<file path="config.mk">
export PLATFORM = sky130hd
export DESIGN_NAME = escaped_frame_receiver
export DESIGN_NICKNAME = d
export VERILOG_FILES = /design/src/rtl/efr_pkg.sv /design/src/rtl/efr_cfg_regs.sv /design/src/rtl/efr_deframer.sv /design/src/rtl/escaped_frame_receiver.sv
export SDC_FILE = /design/constraint.sdc
export NUM_CORES = 1
export LEC_CHECK = 0
export BUFFER_PORTS_ARGS = -buffer_cell sky130_fd_sc_hd__clkbuf_2
export CORE_MARGIN = 2
export CORE_UTILIZATION = 55
export CTS_BUF_LIST = sky130_fd_sc_hd__clkbuf_8
export CTS_CLUSTER_SIZE = 16
export DETAILED_ROUTE_END_ITERATION = 8
export MAX_ROUTING_LAYER = met4
export PLACE_DENSITY_LB_ADDON = 0.2
export SYNTH_ARGS = -nofsm -noshare
export SYNTH_HDL_FRONTEND = slang
export SYNTH_SLANG_ARGS = --single-unit
</file>
<file path="constraint.sdc">
create_clock -name clk_i -period 3.7 [get_ports clk_i]
set_clock_uncertainty 0.05 [all_clocks]
set_input_delay 0.37 -clock clk_i [delete_from_list [all_inputs] [get_ports clk_i]]
set_output_delay 0.37 -clock clk_i [all_outputs]
set_load 0.01 [all_outputs]
</file>
<file path="src/rtl/efr_pkg.sv">
// Shared types and constants for the escaped frame receiver.
`default_nettype none

package efr_pkg;

  localparam int unsigned MaxFrameDef = 4096;
  localparam int unsigned LenW        = 13;
  localparam int unsigned CfgIdxW     = 2;
  localparam logic [7:0]  CodeFlip    = 8'hFF;

  localparam logic [7:0] StartReset  = 8'hAA;
  localparam logic [7:0] StopReset   = 8'hCC;
  localparam logic [7:0] EscapeReset = 8'hBB;

  typedef enum logic [CfgIdxW-1:0] {
    REG_START  = 2'd0,
    REG_STOP   = 2'd1,
    REG_ESCAPE = 2'd2
  } cfg_reg_e;

  typedef enum logic [2:0] {
    KIND_DATA     = 3'd0,
    KIND_GOOD     = 3'd1,
    KIND_BADSUM   = 3'd2,
    KIND_DOUBLE   = 3'd3,
    KIND_STRAY    = 3'd4,
    KIND_ESCBAD   = 3'd5,
    KIND_OVERFLOW = 3'd6
  } kind_e;

  typedef struct packed {
    logic [7:0] start;
    logic [7:0] stop;
    logic [7:0] escape;
  } markers_t;

  typedef struct packed {
    logic            valid;
    kind_e           kind;
    logic [7:0]      data;
    logic [LenW-1:0] len;
    logic [7:0]      csum;
    logic [7:0]      rsum;
  } result_t;

endpackage

`default_nettype wire

</file>
<file path="src/rtl/efr_cfg_regs.sv">
// Marker configuration registers of the escaped frame receiver.
`default_nettype none

module efr_cfg_regs
  import efr_pkg::*;
(
  input  wire logic               clk_i,
  input  wire logic               rst_ni,
  input  wire logic               cfg_we_i,
  input  wire logic [CfgIdxW-1:0] cfg_index_i,
  input  wire logic [7:0]         cfg_data_i,
  output markers_t                markers_o
);

  markers_t markers_q, markers_d;

  always_comb begin
    markers_d = markers_q;
    if (cfg_we_i) begin
      unique case (cfg_index_i)
        REG_START:  markers_d.start  = cfg_data_i;
        REG_STOP:   markers_d.stop   = cfg_data_i;
        REG_ESCAPE: markers_d.escape = cfg_data_i;
        default:    markers_d = markers_q;
      endcase
    end
  end

  always_ff @(posedge clk_i or negedge rst_ni) begin
    if (!rst_ni) begin
      markers_q.start  <= StartReset;
      markers_q.stop   <= StopReset;
      markers_q.escape <= EscapeReset;
    end else begin
      markers_q <= markers_d;
    end
  end

  assign markers_o = markers_q;

endmodule

`default_nettype wire

</file>
<file path="src/rtl/efr_deframer.sv">
// Frame state and per-byte decode: markers, escapes, checksum and length.
`default_nettype none

module efr_deframer
  import efr_pkg::*;
#(
  parameter int unsigned MAX_FRAME = MaxFrameDef
) (
  input  wire logic       clk_i,
  input  wire logic       rst_ni,
  input  wire logic       step_i,
  input  wire logic [7:0] byte_i,
  input  markers_t        markers_i,
  output result_t         result_o
);

  localparam int unsigned CntW = $clog2(MAX_FRAME + 1);
  localparam logic [CntW-1:0] CntMax = CntW'(MAX_FRAME);

  logic            in_frame_q, in_frame_d;
  logic            esc_q, esc_d;
  logic [7:0]      sum_q, sum_d;
  logic [7:0]      last_q, last_d;
  logic [CntW-1:0] cnt_q, cnt_d;

  logic            take_en;
  logic [7:0]      take_val;
  logic            close_en;
  logic [CntW-1:0] len_cnt;
  logic [31:0]     len_wide;
  result_t         res;

  always_comb begin
    in_frame_d = in_frame_q;
    esc_d      = esc_q;
    sum_d      = sum_q;
    last_d     = last_q;
    cnt_d      = cnt_q;
    take_en    = 1'b0;
    take_val   = byte_i;
    close_en   = 1'b0;
    len_cnt    = cnt_q;
    res        = '0;
    res.kind   = KIND_DATA;

    priority if (byte_i == markers_i.start) begin
      if (in_frame_q) begin
        res.valid = 1'b1;
        res.kind  = (cnt_q == '0) ? KIND_DOUBLE : KIND_STRAY;
      end
      in_frame_d = 1'b1;
      esc_d      = 1'b0;
      sum_d      = '0;
      last_d     = '0;
      cnt_d      = '0;
    end else if (!in_frame_q) begin
      res.valid = 1'b0;
    end else if (esc_q) begin
      esc_d = 1'b0;
      priority if (byte_i == (markers_i.escape ^ CodeFlip)) begin
        take_en  = 1'b1;
        take_val = markers_i.escape;
      end else if (byte_i == (markers_i.start ^ CodeFlip)) begin
        take_en  = 1'b1;
        take_val = markers_i.start;
      end else if (byte_i == (markers_i.stop ^ CodeFlip)) begin
        take_en  = 1'b1;
        take_val = markers_i.stop;
      end else begin
        close_en  = 1'b1;
        res.valid = 1'b1;
        res.kind  = KIND_ESCBAD;
      end
    end else if (byte_i == markers_i.escape) begin
      esc_d = 1'b1;
    end else if (byte_i == markers_i.stop) begin
      close_en  = 1'b1;
      res.valid = 1'b1;
      res.csum  = sum_q - last_q;
      res.rsum  = last_q;
      res.kind  = (res.csum == last_q) ? KIND_GOOD : KIND_BADSUM;
    end else begin
      take_en = 1'b1;
    end

    if (take_en) begin
      res.valid = 1'b1;
      if (cnt_q >= CntMax) begin
        close_en = 1'b1;
        res.kind = KIND_OVERFLOW;
      end else begin
        sum_d    = sum_q + take_val;
        last_d   = take_val;
        cnt_d    = cnt_q + 1'b1;
        len_cnt  = cnt_d;
        res.kind = KIND_DATA;
        res.data = take_val;
      end
    end

    if (close_en) begin
      in_frame_d = 1'b0;
      esc_d      = 1'b0;
      sum_d      = '0;
      cnt_d      = '0;
    end

    len_wide = 32'(len_cnt);
    res.len  = len_wide[LenW-1:0];
  end

  always_ff @(posedge clk_i or negedge rst_ni) begin
    if (!rst_ni) begin
      in_frame_q <= 1'b0;
      esc_q      <= 1'b0;
      sum_q      <= '0;
      last_q     <= '0;
      cnt_q      <= '0;
    end else if (step_i) begin
      in_frame_q <= in_frame_d;
      esc_q      <= esc_d;
      sum_q      <= sum_d;
      last_q     <= last_d;
      cnt_q      <= cnt_d;
    end
  end

  assign result_o = res;

endmodule

`default_nettype wire

</file>
<file path="src/rtl/escaped_frame_receiver.sv">
// Top level of the escaped frame receiver: input stage, decode, result register.
//
//   channel | direction | handshake              | payload
//   --------+-----------+------------------------+---------------------------------------
//   rx      | in        | in_valid_i / in_stall_o| rx_byte_i
//   result  | out       | out_valid_o/out_stall_i| kind_o data_byte_o frame_length_o
//           |           |                        | computed_sum_o received_sum_o
//   config  | in        | cfg_we_i               | cfg_index_i cfg_data_i
//
// One byte per cycle unless the result stalls; results are registered after the decode.
// Latency is set by the input register and the result register around the decode.
// Reset loads the default markers and leaves the block outside any frame.
// A stalled result holds the decode stage; the input register then stalls the link.
`default_nettype none

module escaped_frame_receiver
  import efr_pkg::*;
#(
  parameter int unsigned MAX_FRAME = MaxFrameDef
) (
  input  wire logic               clk_i,
  input  wire logic               rst_ni,
  input  wire logic               cfg_we_i,
  input  wire logic [CfgIdxW-1:0] cfg_index_i,
  input  wire logic [7:0]         cfg_data_i,
  input  wire logic               in_valid_i,
  output logic                    in_stall_o,
  input  wire logic [7:0]         rx_byte_i,
  output logic                    out_valid_o,
  input  wire logic               out_stall_i,
  output logic [2:0]              kind_o,
  output logic [7:0]              data_byte_o,
  output logic [LenW-1:0]         frame_length_o,
  output logic [7:0]              computed_sum_o,
  output logic [7:0]              received_sum_o
);

  markers_t   markers;
  result_t    res;

  logic       in_valid_q;
  logic [7:0] in_byte_q;
  logic       advance;
  logic       step;

  logic       out_valid_q, out_valid_d;
  result_t    out_res_q, out_res_d;

  efr_cfg_regs u_cfg (
    .clk_i       (clk_i),
    .rst_ni      (rst_ni),
    .cfg_we_i    (cfg_we_i),
    .cfg_index_i (cfg_index_i),
    .cfg_data_i  (cfg_data_i),
    .markers_o   (markers)
  );

  efr_deframer #(
    .MAX_FRAME (MAX_FRAME)
  ) u_deframer (
    .clk_i     (clk_i),
    .rst_ni    (rst_ni),
    .step_i    (step),
    .byte_i    (in_byte_q),
    .markers_i (markers),
    .result_o  (res)
  );

  assign advance    = !out_valid_q || !out_stall_i;
  assign step       = in_valid_q && advance;
  assign in_stall_o = in_valid_q && !advance;

  always_ff @(posedge clk_i or negedge rst_ni) begin
    if (!rst_ni) begin
      in_valid_q <= 1'b0;
    end else if (!in_stall_o) begin
      in_valid_q <= in_valid_i;
    end
  end

  always_ff @(posedge clk_i) begin
    if (!in_stall_o && in_valid_i) begin
      in_byte_q <= rx_byte_i;
    end
  end

  always_comb begin
    out_valid_d = out_valid_q;
    out_res_d   = out_res_q;
    if (advance) begin
      out_valid_d = step && res.valid;
      if (step && res.valid) begin
        out_res_d = res;
      end
    end
  end

  always_ff @(posedge clk_i or negedge rst_ni) begin
    if (!rst_ni) begin
      out_valid_q <= 1'b0;
    end else begin
      out_valid_q <= out_valid_d;
    end
  end

  always_ff @(posedge clk_i) begin
    out_res_q <= out_res_d;
  end

  assign out_valid_o    = out_valid_q;
  assign kind_o         = out_res_q.kind;
  assign data_byte_o    = out_res_q.data;
  assign frame_length_o = out_res_q.len;
  assign computed_sum_o = out_res_q.csum;
  assign received_sum_o = out_res_q.rsum;

`ifndef SYNTHESIS
  a_good_sums_match: assert property (@(posedge clk_i) disable iff (!rst_ni)
    out_valid_o && (kind_o == KIND_GOOD) |-> computed_sum_o == received_sum_o)
    else $error("good end with mismatched sums");

  a_data_has_length: assert property (@(posedge clk_i) disable iff (!rst_ni)
    out_valid_o && (kind_o == KIND_DATA) |-> frame_length_o != '0)
    else $error("data result with zero length");

  a_sums_only_at_end: assert property (@(posedge clk_i) disable iff (!rst_ni)
    out_valid_o && (kind_o != KIND_GOOD) && (kind_o != KIND_BADSUM)
      |-> (computed_sum_o == '0) && (received_sum_o == '0))
    else $error("checksum fields set outside a frame end");

  a_data_only_for_data: assert property (@(posedge clk_i) disable iff (!rst_ni)
    out_valid_o && (kind_o != KIND_DATA) |-> data_byte_o == '0)
    else $error("data byte set on a non-data result");

  a_stall_holds_stage: assert property (@(posedge clk_i) disable iff (!rst_ni)
    in_stall_o |=> in_valid_q && $stable(in_byte_q))
    else $error("input stage lost its request while stalled");
`endif

endmodule

`default_nettype wire
</file>
---- Word-level counts from Yosys, hierarchy flattened ----
Cells that the tools add are included.
storage, ports and cells
  word-level logic and storage cells ...... 115
  register bits after elaboration ......... 105
  output and inout port bits .............. 42
  bits of input ports ..................... 23
operators by class
  $lt $le $gt $ge ......................... 1
  bitwise operators ....................... 6
  $add $sub $neg .......................... 3
  reduce and logical (&&, ||, !) cells .... 21
  multiplexer cells ....................... 59
  equality and inequality tests ........... 9
operators with widths
  operator                                                         number
  8-bit 2-to-1 mux                                                 14
  13-bit 2-to-1 mux                                                6
  8-bit == test                                                    7
  4-bit 2-to-1 mux                                                 8
  1-bit 2-to-1 mux                                                 26
  8-bit NOT                                                        3
  13-bit by 1-bit adder with 13-bit output, second input constant  1
  13-bit greater-or-equal comparator, second input constant        1
  13-bit logical NOT                                               1
  12-bit 2-to-1 mux                                                1
  2-bit AND reduction                                              6
  3-bit 2-to-1 mux                                                 3
  8-bit adder                                                      1
  8-bit subtractor                                                 1
  5-bit OR reduction                                               1
  1-bit logical AND                                                4
  1-bit logical NOT                                                4
  1-bit NOT                                                        3
  3-bit nonzero test                                               1
  2-bit by 1-bit == test with 1-bit output, second input constant  1
  2-bit == test, second input constant                             1
  2-bit logical NOT                                                1
  2-bit 2-to-1 mux                                                 1
  2-bit nonzero test                                               1
  other kinds (2)                                                  2

---- Longest topological paths before layout ----
Gate-level depths: netlist of run 1.
  depth after elaboration ................. 12
  gate-level depth with buffers ........... 20
  depth with buffers taken out ............ 17

---- By module ----
Synthesis of run 1 repeated with hierarchy kept, for this count alone.
unflattened totals
  cell total of the unflattened synthesis .. 519
  area, all modules ....................... 5790.6 µm²
modules (own cells, without submodules)
  module                  sequential area each (µm²)  times used  cells an instance  area an instance (µm²)
  efr_deframer            775.7                       1           409                3320.7
  escaped_frame_receiver  1491.4                      1           59                 1540.2
  efr_cfg_regs            618.1                       1           51                 929.6

---- Worst setup path after synthesis of run 1 ----
Ideal clock, no wire load.
  path type ............................... flip-flop to flip-flop
  start point ............................. reg in_byte_q[5]
  end point ............................... reg u_deframer.sum_q[7]
  data required time ...................... 3.512 ns
  cell stages (with the launch flop) ...... 18
  library setup time ...................... 0.138 ns
  arrival ................................. 3.878 ns
  slack ................................... -0.366 ns
  path buffers ............................ 2
  period minus slack after synthesis ...... 4.066 ns
  cells stage by stage .................... edfxtp_1 > xnor2_1 > or4_1 > buf_2 > or2_1 > buf_2 > a31o_2 > mux2i_1 > a2bb2oi_2 > inv_1 > ha_1 > a21o_1 > a21oi_1 > o21ai_0 > o41ai_1 > nor4b_1 > mux2i_1 > o2111ai_1
on the way
  longest elaborated chain between the ends .. 11
RTL lines
  element                     line                          text
  start, declared             escaped_frame_receiver.sv:42  logic [7:0] in_byte_q;
  start signal, assigned      escaped_frame_receiver.sv:83  in_byte_q <= rx_byte_i;
  8-bit == test               efr_deframer.sv:66            end else if (byte_i == (markers_i.stop ^ CodeFlip)) begin
  8-bit 2-to-1 mux            efr_deframer.sv:66
  8-bit 2-to-1 mux            efr_deframer.sv:63            end else if (byte_i == (markers_i.start ^ CodeFlip)) begin
  8-bit 2-to-1 mux            efr_deframer.sv:60            priority if (byte_i == (markers_i.escape ^ CodeFlip)) begin
  8-bit 2-to-1 mux            efr_deframer.sv:58            end else if (esc_q) begin
  8-bit 2-to-1 mux            efr_deframer.sv:56            end else if (!in_frame_q) begin
  8-bit 2-to-1 mux *          efr_deframer.sv:46            priority if (byte_i == markers_i.start) begin
  via u_deframer.take_val[1]  efr_deframer.sv:27            logic [7:0] take_val;
  8-bit adder *               efr_deframer.sv:92            sum_d = sum_q + take_val;
  8-bit 2-to-1 mux *          efr_deframer.sv:88            if (cnt_q >= CntMax) begin
  8-bit 2-to-1 mux *          efr_deframer.sv:86            if (take_en) begin
  8-bit 2-to-1 mux *          efr_deframer.sv:101           if (close_en) begin
  end signal, assigned        efr_deframer.sv:122           sum_q <= sum_d;
  end, declared               efr_deframer.sv:22            logic [7:0] sum_q, sum_d;
The timed path passes the listed nets; every way through them passes the cells marked *.
A chain may end at the register's enable or synchronous reset.

---- Worst setup path in the final report of run 1 ----
  start point ............................. reg in_byte_q[4]
  end point ............................... reg u_deframer.sum_q[7]
Same word-level chain as after synthesis.

==> results.toml, run 1 <==
[layout]
finish.utilization_pct = 67.6
area_delta_synth_final_pct = 19.4
final_cells = 781
layout_common_cells = "clkbuf_2, buf_4, edfxtp_1"
layout_commonest_cell = "clkbuf_2"
fin_nets = 681
diodes = 0
drive_above_1_share_pct = 32.4

[route]
ant_nets = 0
post_drt_via_cell_ratio = 5.88
postRouteWirelength_mm = 13.6
via_count = 4590
drt_pass1_iterations = 7
drt-initial-drc-count = 163
routedWlPerCell_um = 17.4
remaining_drc_errors = 0

[synthesis]
synth_ff_type = "edfxtp_1"
synth_fp_nets = 576
ys_warn_count = 0
synthArstFlopShare_pct = 54.3
ys_types = 65
synth_area_um2 = 5850
synth-edff-count = 48
ys_seq_area_share_pct = 49.3
synth-seq-cells = 105
synthCells = 535
syn-mean-instance-area_um2 = 10.9

[global_route]
grt_pass1_wl_mm = 21.4
grt_max_degree = 39
first_global_vias = 4396
grt.overflow.total = 0
grt_usage_pct = 24.9
antenna_found_initial = 0

[timing]
tns_ps = -44.0
fin_ws_ps = -37.4
setup_violations = 2
rsz0062_at_grt = "true"
max_clock_freq_mhz = 268
slew_headroom_pct = 33.5
tightest_slew_ps = 997
finalCriticalPeriod_ps = 3740
holdWs_ps = 84.5
drv_slew = 0
final_hold_viol_count = 0
finalCritPeriodShare_pct = 101

[clock_network]
cts_hold_buf = 0
insertion_delay_ps = 390
clock_sinks = 105
cts_buffers = 9
cts_buffer_depth = 2
cts-root-buf = "clkbuf_8"
cts_tree = "built"
clk_pin_slew_ps = 110
ctsHtreeMaxLevel = 3

[die]
fp-row-count = 37
core_area_um2 = 10300
io_pins = 65
fp.dieW_um = 107
die_h_um = 107
dieArea_um2 = 11500
start_util_pct = 56.7

[worst_setup_path]
crit_chain = "xnor2_1, or4_1, or2_4, a31o_4, mux2i_1, a2bb2oi_2, inv_1, ha_1, a21o_1, a21oi_2, o21ai_2, o41ai_4, buf_4, nor4b_2, mux2i_1, o2111ai_1"
start_kind = "flop"
worstPathArrival_ps = 3930
worst_path_most_repeated_cell = "mux2i_1"
path_max_fanout = 5
criticalPathCategory = "reg2reg"
crit_required_ps = 3890
path_buf_inv = 2
slowest_stage = "or4_1"
path_delay_family = "compound AO/OA/AOI/OAI gates"
critPathMaxStageDelay_ps = 550
end_kind = "flop"

[placed_design]
place_hpwl_mm = 9.98
dp_cells = 748
pre_cts_ws_ps = -144
place_congestion = 1.02
portBuffers = 64

[power_and_ir_drop]
power_leakage_nw = 2.97
powerDensity_nw_per_um2 = 622
ir_drop_v = 0.000292

[outcome]
violations = "negative setup slack"
status = "complete, but fails checks"

[min_path]
worstHoldPathType = "in2async"

[run]
drv_cap = 0
[synth_stat cells, types with 8 or more instances]
cell type,count,area [um2]
xnor2_1,46,403
nor2_1,38,143
xor2_1,8,70.1
and3_1,11,68.8
nor3_1,13,65.1
clkbuf_1,12,45.0
a31oi_1,13,81.3
nand2_1,36,135
o21ai_0,17,85.1
edfxtp_1,48,1440
a31o_2,8,70.1
inv_1,32,120
mux2_2,20,225
a21oi_1,22,110
o2bb2ai_1,9,78.8
ha_1,16,200
dfrtp_1,43,1080
dfstp_2,14,368
nand4_1,9,56.3
[logic make-up after synthesis]
logic type | count (synthesis) | synth area share (%)
xor gates and xnor gates | 55 | 8.47
and+or+nand+nor | 156 | 13.9
buffers and inverters | 54 | 3.91
adders and majority gates | 18 | 4.11
AOI/OAI and AO/OA | 120 | 15.3
DFF | 105 | 49.3
muxes | 27 | 5.05
[sequential cells by signal, indices dropped and copies added (netlist names), 8 cells and up]
signal / count
u_cfg.markers_o: 24
computed_sum_o: 8
frame_length_o: 13
in_byte_q: 8
u_deframer.cnt_q: 13
data_byte_o: 8
received_sum_o: 8
u_deframer.sum_q: 8
u_deframer.last_q: 8
[worst paths after layout]
kind / start / endpoint / slack, ps / cells after the start
worst max-delay path: in_byte_q[4]$_DFFE_PP_ / u_deframer.sum_q[7]$_DFFE_PN0P_ / -40 / 16
worst min-delay path: rst_ni / u_deframer.cnt_q[0]$_DFFE_PN0P_ / 80 / 1
worst max register to register: in_byte_q[4]$_DFFE_PP_ / u_deframer.sum_q[7]$_DFFE_PN0P_ / -40 / 16
worst min register to register: u_deframer.last_q[3]$_DFFE_PN0P_ / u_deframer.last_q[3]$_DFFE_PN0P_ / 470 / 1
max in group asynchronous: rst_ni / u_cfg.markers_o[3]$_DFFE_PN1P_ / 2630 / 2
min in group clk_i: rx_byte_i[4] / in_byte_q[4]$_DFFE_PP_ / 100 / 1
[power breakdown]
part	internal (W)	total, W	leakage, nW	switching (W)
clock network	0.000274	0.000693	0.102	0.000419
logic	0.000925	0.00199	1.69	0.00107
registers	0.00146	0.00166	1.17	0.000199
[stage by stage]
step           area, um2  power, W
6_report            6980   0.00435
5_1_grt             6980   0.00464
4_1_cts             6860   0.00429
3_5_place_dp        6540   0.00356
3_3_place_gp        6540   0.00349
2_1_floorplan       5900   0.00306
[timing repair]
action                     4_1_cts  5_1_grt
resized for setup                6       17
setup endpoints to repair        2        6
pin swaps                        3        5
setup buffers                   13        4
[final cells by class]
| cell class | instances | area, um2 |
|---|---|---|
| fill | 815 | 3340 |
| multi-input combinational | 376 | 2900 |
| sequential | 105 | 2890 |
| timing repair buffer | 116 | 714 |
| tap | 136 | 170 |
| clock buffer | 10 | 138 |
| inverter | 32 | 120 |
| clock inverter | 6 | 52.6 |
[metal layers]
metal | up-vias | global-route usage (%) | wire [um]
li1 | 2179 | - | -
met1 | 2200 | 30.6 | 5600
met2 | 173 | 41.6 | 6740
met3 | 38 | 3.16 | 706
met4 | 0 | 10.9 | 525
met5 | - | - | 0
Note: power is estimated with default switching activity, not from simulation.
==> run 2, diff against run 1 <==
Settings changed: PLACE_DENSITY set to 0.79, PLACE_DENSITY_LB_ADDON 0.2 to not set, SKIP_CTS_REPAIR_TIMING set to 1.
==> results.toml, run 2 (synthesis results as in run 1) <==
[worst_setup_path]
r2r_end = "u_deframer.sum_q[7]$_DFFE_PN0P_"
critPathMaxStageDelay_ps = 550
crit_chain = "xnor2_1, or4_1, or2_4, a31o_4, mux2i_1, a2bb2oi_2, inv_1, ha_1, a21o_1, a21oi_2, o21ai_2, o41ai_4, nor4b_2, mux2i_1, o2111ai_1"
reg2reg_slack_ps = 20
path_buf_inv = 1
startpoint = "in_byte_q[4]$_DFFE_PP_"
crit_end = "u_deframer.sum_q[7]$_DFFE_PN0P_"
path_depth = 15
start_kind = "flop"
slowest_stage = "or4_1"
end_kind = "flop"
criticalPathCategory = "reg2reg"
path_max_fanout = 7
worst_path_most_repeated_cell = "mux2i_1"
crit_required_ps = 3890
worstPathArrival_ps = 3870
path_delay_family = "compound AO/OA/AOI/OAI gates"
r2r_cells = 15
rr_startpoint = "in_byte_q[4]$_DFFE_PP_"

[layout]
area_delta_synth_final_pct = 18.1
n_fill_cell = 815
largest_reg_flops = 24
fin_nets = 672
layout_commonest_cell = "clkbuf_2"
final_area_um2 = 6910
final_cells = 772
diodes = 0
drive_above_1_share_pct = 31.0
layout_common_cells = "clkbuf_2, edfxtp_1, xnor2_1"

[route]
via_count = 4412
drt_pass1_iterations = 5
post_drt_via_cell_ratio = 5.72
routedWlPerCell_um = 16.9
remaining_drc_errors = 0
ant_nets = 0
drt-initial-drc-count = 188
postRouteWirelength_mm = 13.0

[power_and_ir_drop]
power_w = 0.00435
powerDensity_nw_per_um2 = 630
ir_drop_v = 0.000322
power_leakage_nw = 2.93

[global_route]
first_global_vias = 4204
grt_max_degree = 43
antenna_found_initial = 0
grt_usage_pct = 23.7
grt.overflow.total = 0
grt_pass1_wl_mm = 20.7

[clock_network]
cts_tree = "built"
clk_pin_slew_ps = 110
cts_buffers = 9
clock_sinks = 105
cts-root-buf = "clkbuf_8"
insertion_delay_ps = 370
ctsHtreeMaxLevel = 3
cts_buffer_depth = 2

[timing]
setup_violations = 0
fin_ws_ps = 18.5
slew_headroom_pct = 27.0
finalCritPeriodShare_pct = 99.5
drv_slew = 0
tightest_slew_ps = 1100
final_hold_viol_count = 0
max_clock_freq_mhz = 272
rsz0062_at_grt = "true"
finalCriticalPeriod_ps = 3680

[run]
drv_cap = 0

[die]
fp.dieW_um = 107
core_area_um2 = 10300
die_h_um = 107
start_util_pct = 56.7
io_pins = 65
dieArea_um2 = 11500
fp-row-count = 37

[outcome]
status = "complete, no violations"

[min_path]
worstHoldPathType = "in2reg"

[placed_design]
place_hpwl_mm = 9.69
dpl-instance-area_um2 = 6580
dp_cells = 752
place_congestion = 0.931
pre_cts_ws_ps = -105
portBuffers = 64
[run 2: cell count changes in the layout (fill, tap and decap cells not counted), moves of 2 or more]
cell and delta:
clkinv_4 -2, a2bb2oi_2 -2, buf_4 -9, clkinvlp_4 +2, a2bb2oi_1 +2, xnor2_2 +2, xnor2_1 -2
[run 2: power by group]
group | internal [W] | switching [W]
logic | 0.000926 | 0.00108
clock network | 0.000273 | 0.000409
registers | 0.00146 | 0.000198
total | 0.00266 | 0.00169
[run 2: how the worst min path moves through the flow]
stage                                     start                          endpoint  slack [ps]  cells past startpoint
2_1_floorplan                            rst_ni            in_valid_q$_DFFE_PN0N_          20                      0
3_3_place_gp   u_deframer.last_q[3]$_DFFE_PN0P_  u_deframer.last_q[3]$_DFFE_PN0P_         430                      1
3_5_place_dp   u_deframer.last_q[3]$_DFFE_PN0P_  u_deframer.last_q[3]$_DFFE_PN0P_         430                      1
4_1_cts                            rx_byte_i[4]            in_byte_q[4]$_DFFE_PP_         100                      1
5_1_grt                            rx_byte_i[6]            in_byte_q[6]$_DFFE_PP_         100                      1
6_report                           rx_byte_i[4]            in_byte_q[4]$_DFFE_PP_         110                      1
[run 2: cell type report]
| type | count | area, um2 | share of cell area, % |
|---|---|---|---|
| Inverter | 32 | 120 | 1.74 |
| Timing Repair Buffer | 107 | 656 | 9.49 |
| Tap cell | 136 | 170 | 2.46 |
| Sequential cell | 105 | 2890 | 41.8 |
| Clock inverter | 6 | 51.3 | 0.743 |
| Multi-Input combinational cell | 376 | 2890 | 41.8 |
| Clock buffer | 10 | 138 | 1.99 |
[run 2: routing by layer]
| layer | global-route usage, % | vias up | part of all wire [%] |
|---|---|---|---|
| li1 | - | 2159 | - |
| met1 | 30.6 | 2106 | 43 |
| met2 | 38.3 | 128 | 51 |
| met3 | 3.22 | 19 | 4.6 |
| met4 | 8.81 | 0 | 1.9 |
| met5 | - | - | 0 |
[run 2: per-stage QoR]
step	hold WS (ps)	utilization [%]	TNS, ps
3_5_place_dp	430	63.7	-183
6_report	109	66.9	0
3_3_place_gp	426	63.7	-15.0
2_1_floorplan	24.4	-	-147
4_1_cts	99.3	65.5	-258
5_1_grt	101	66.9	-129
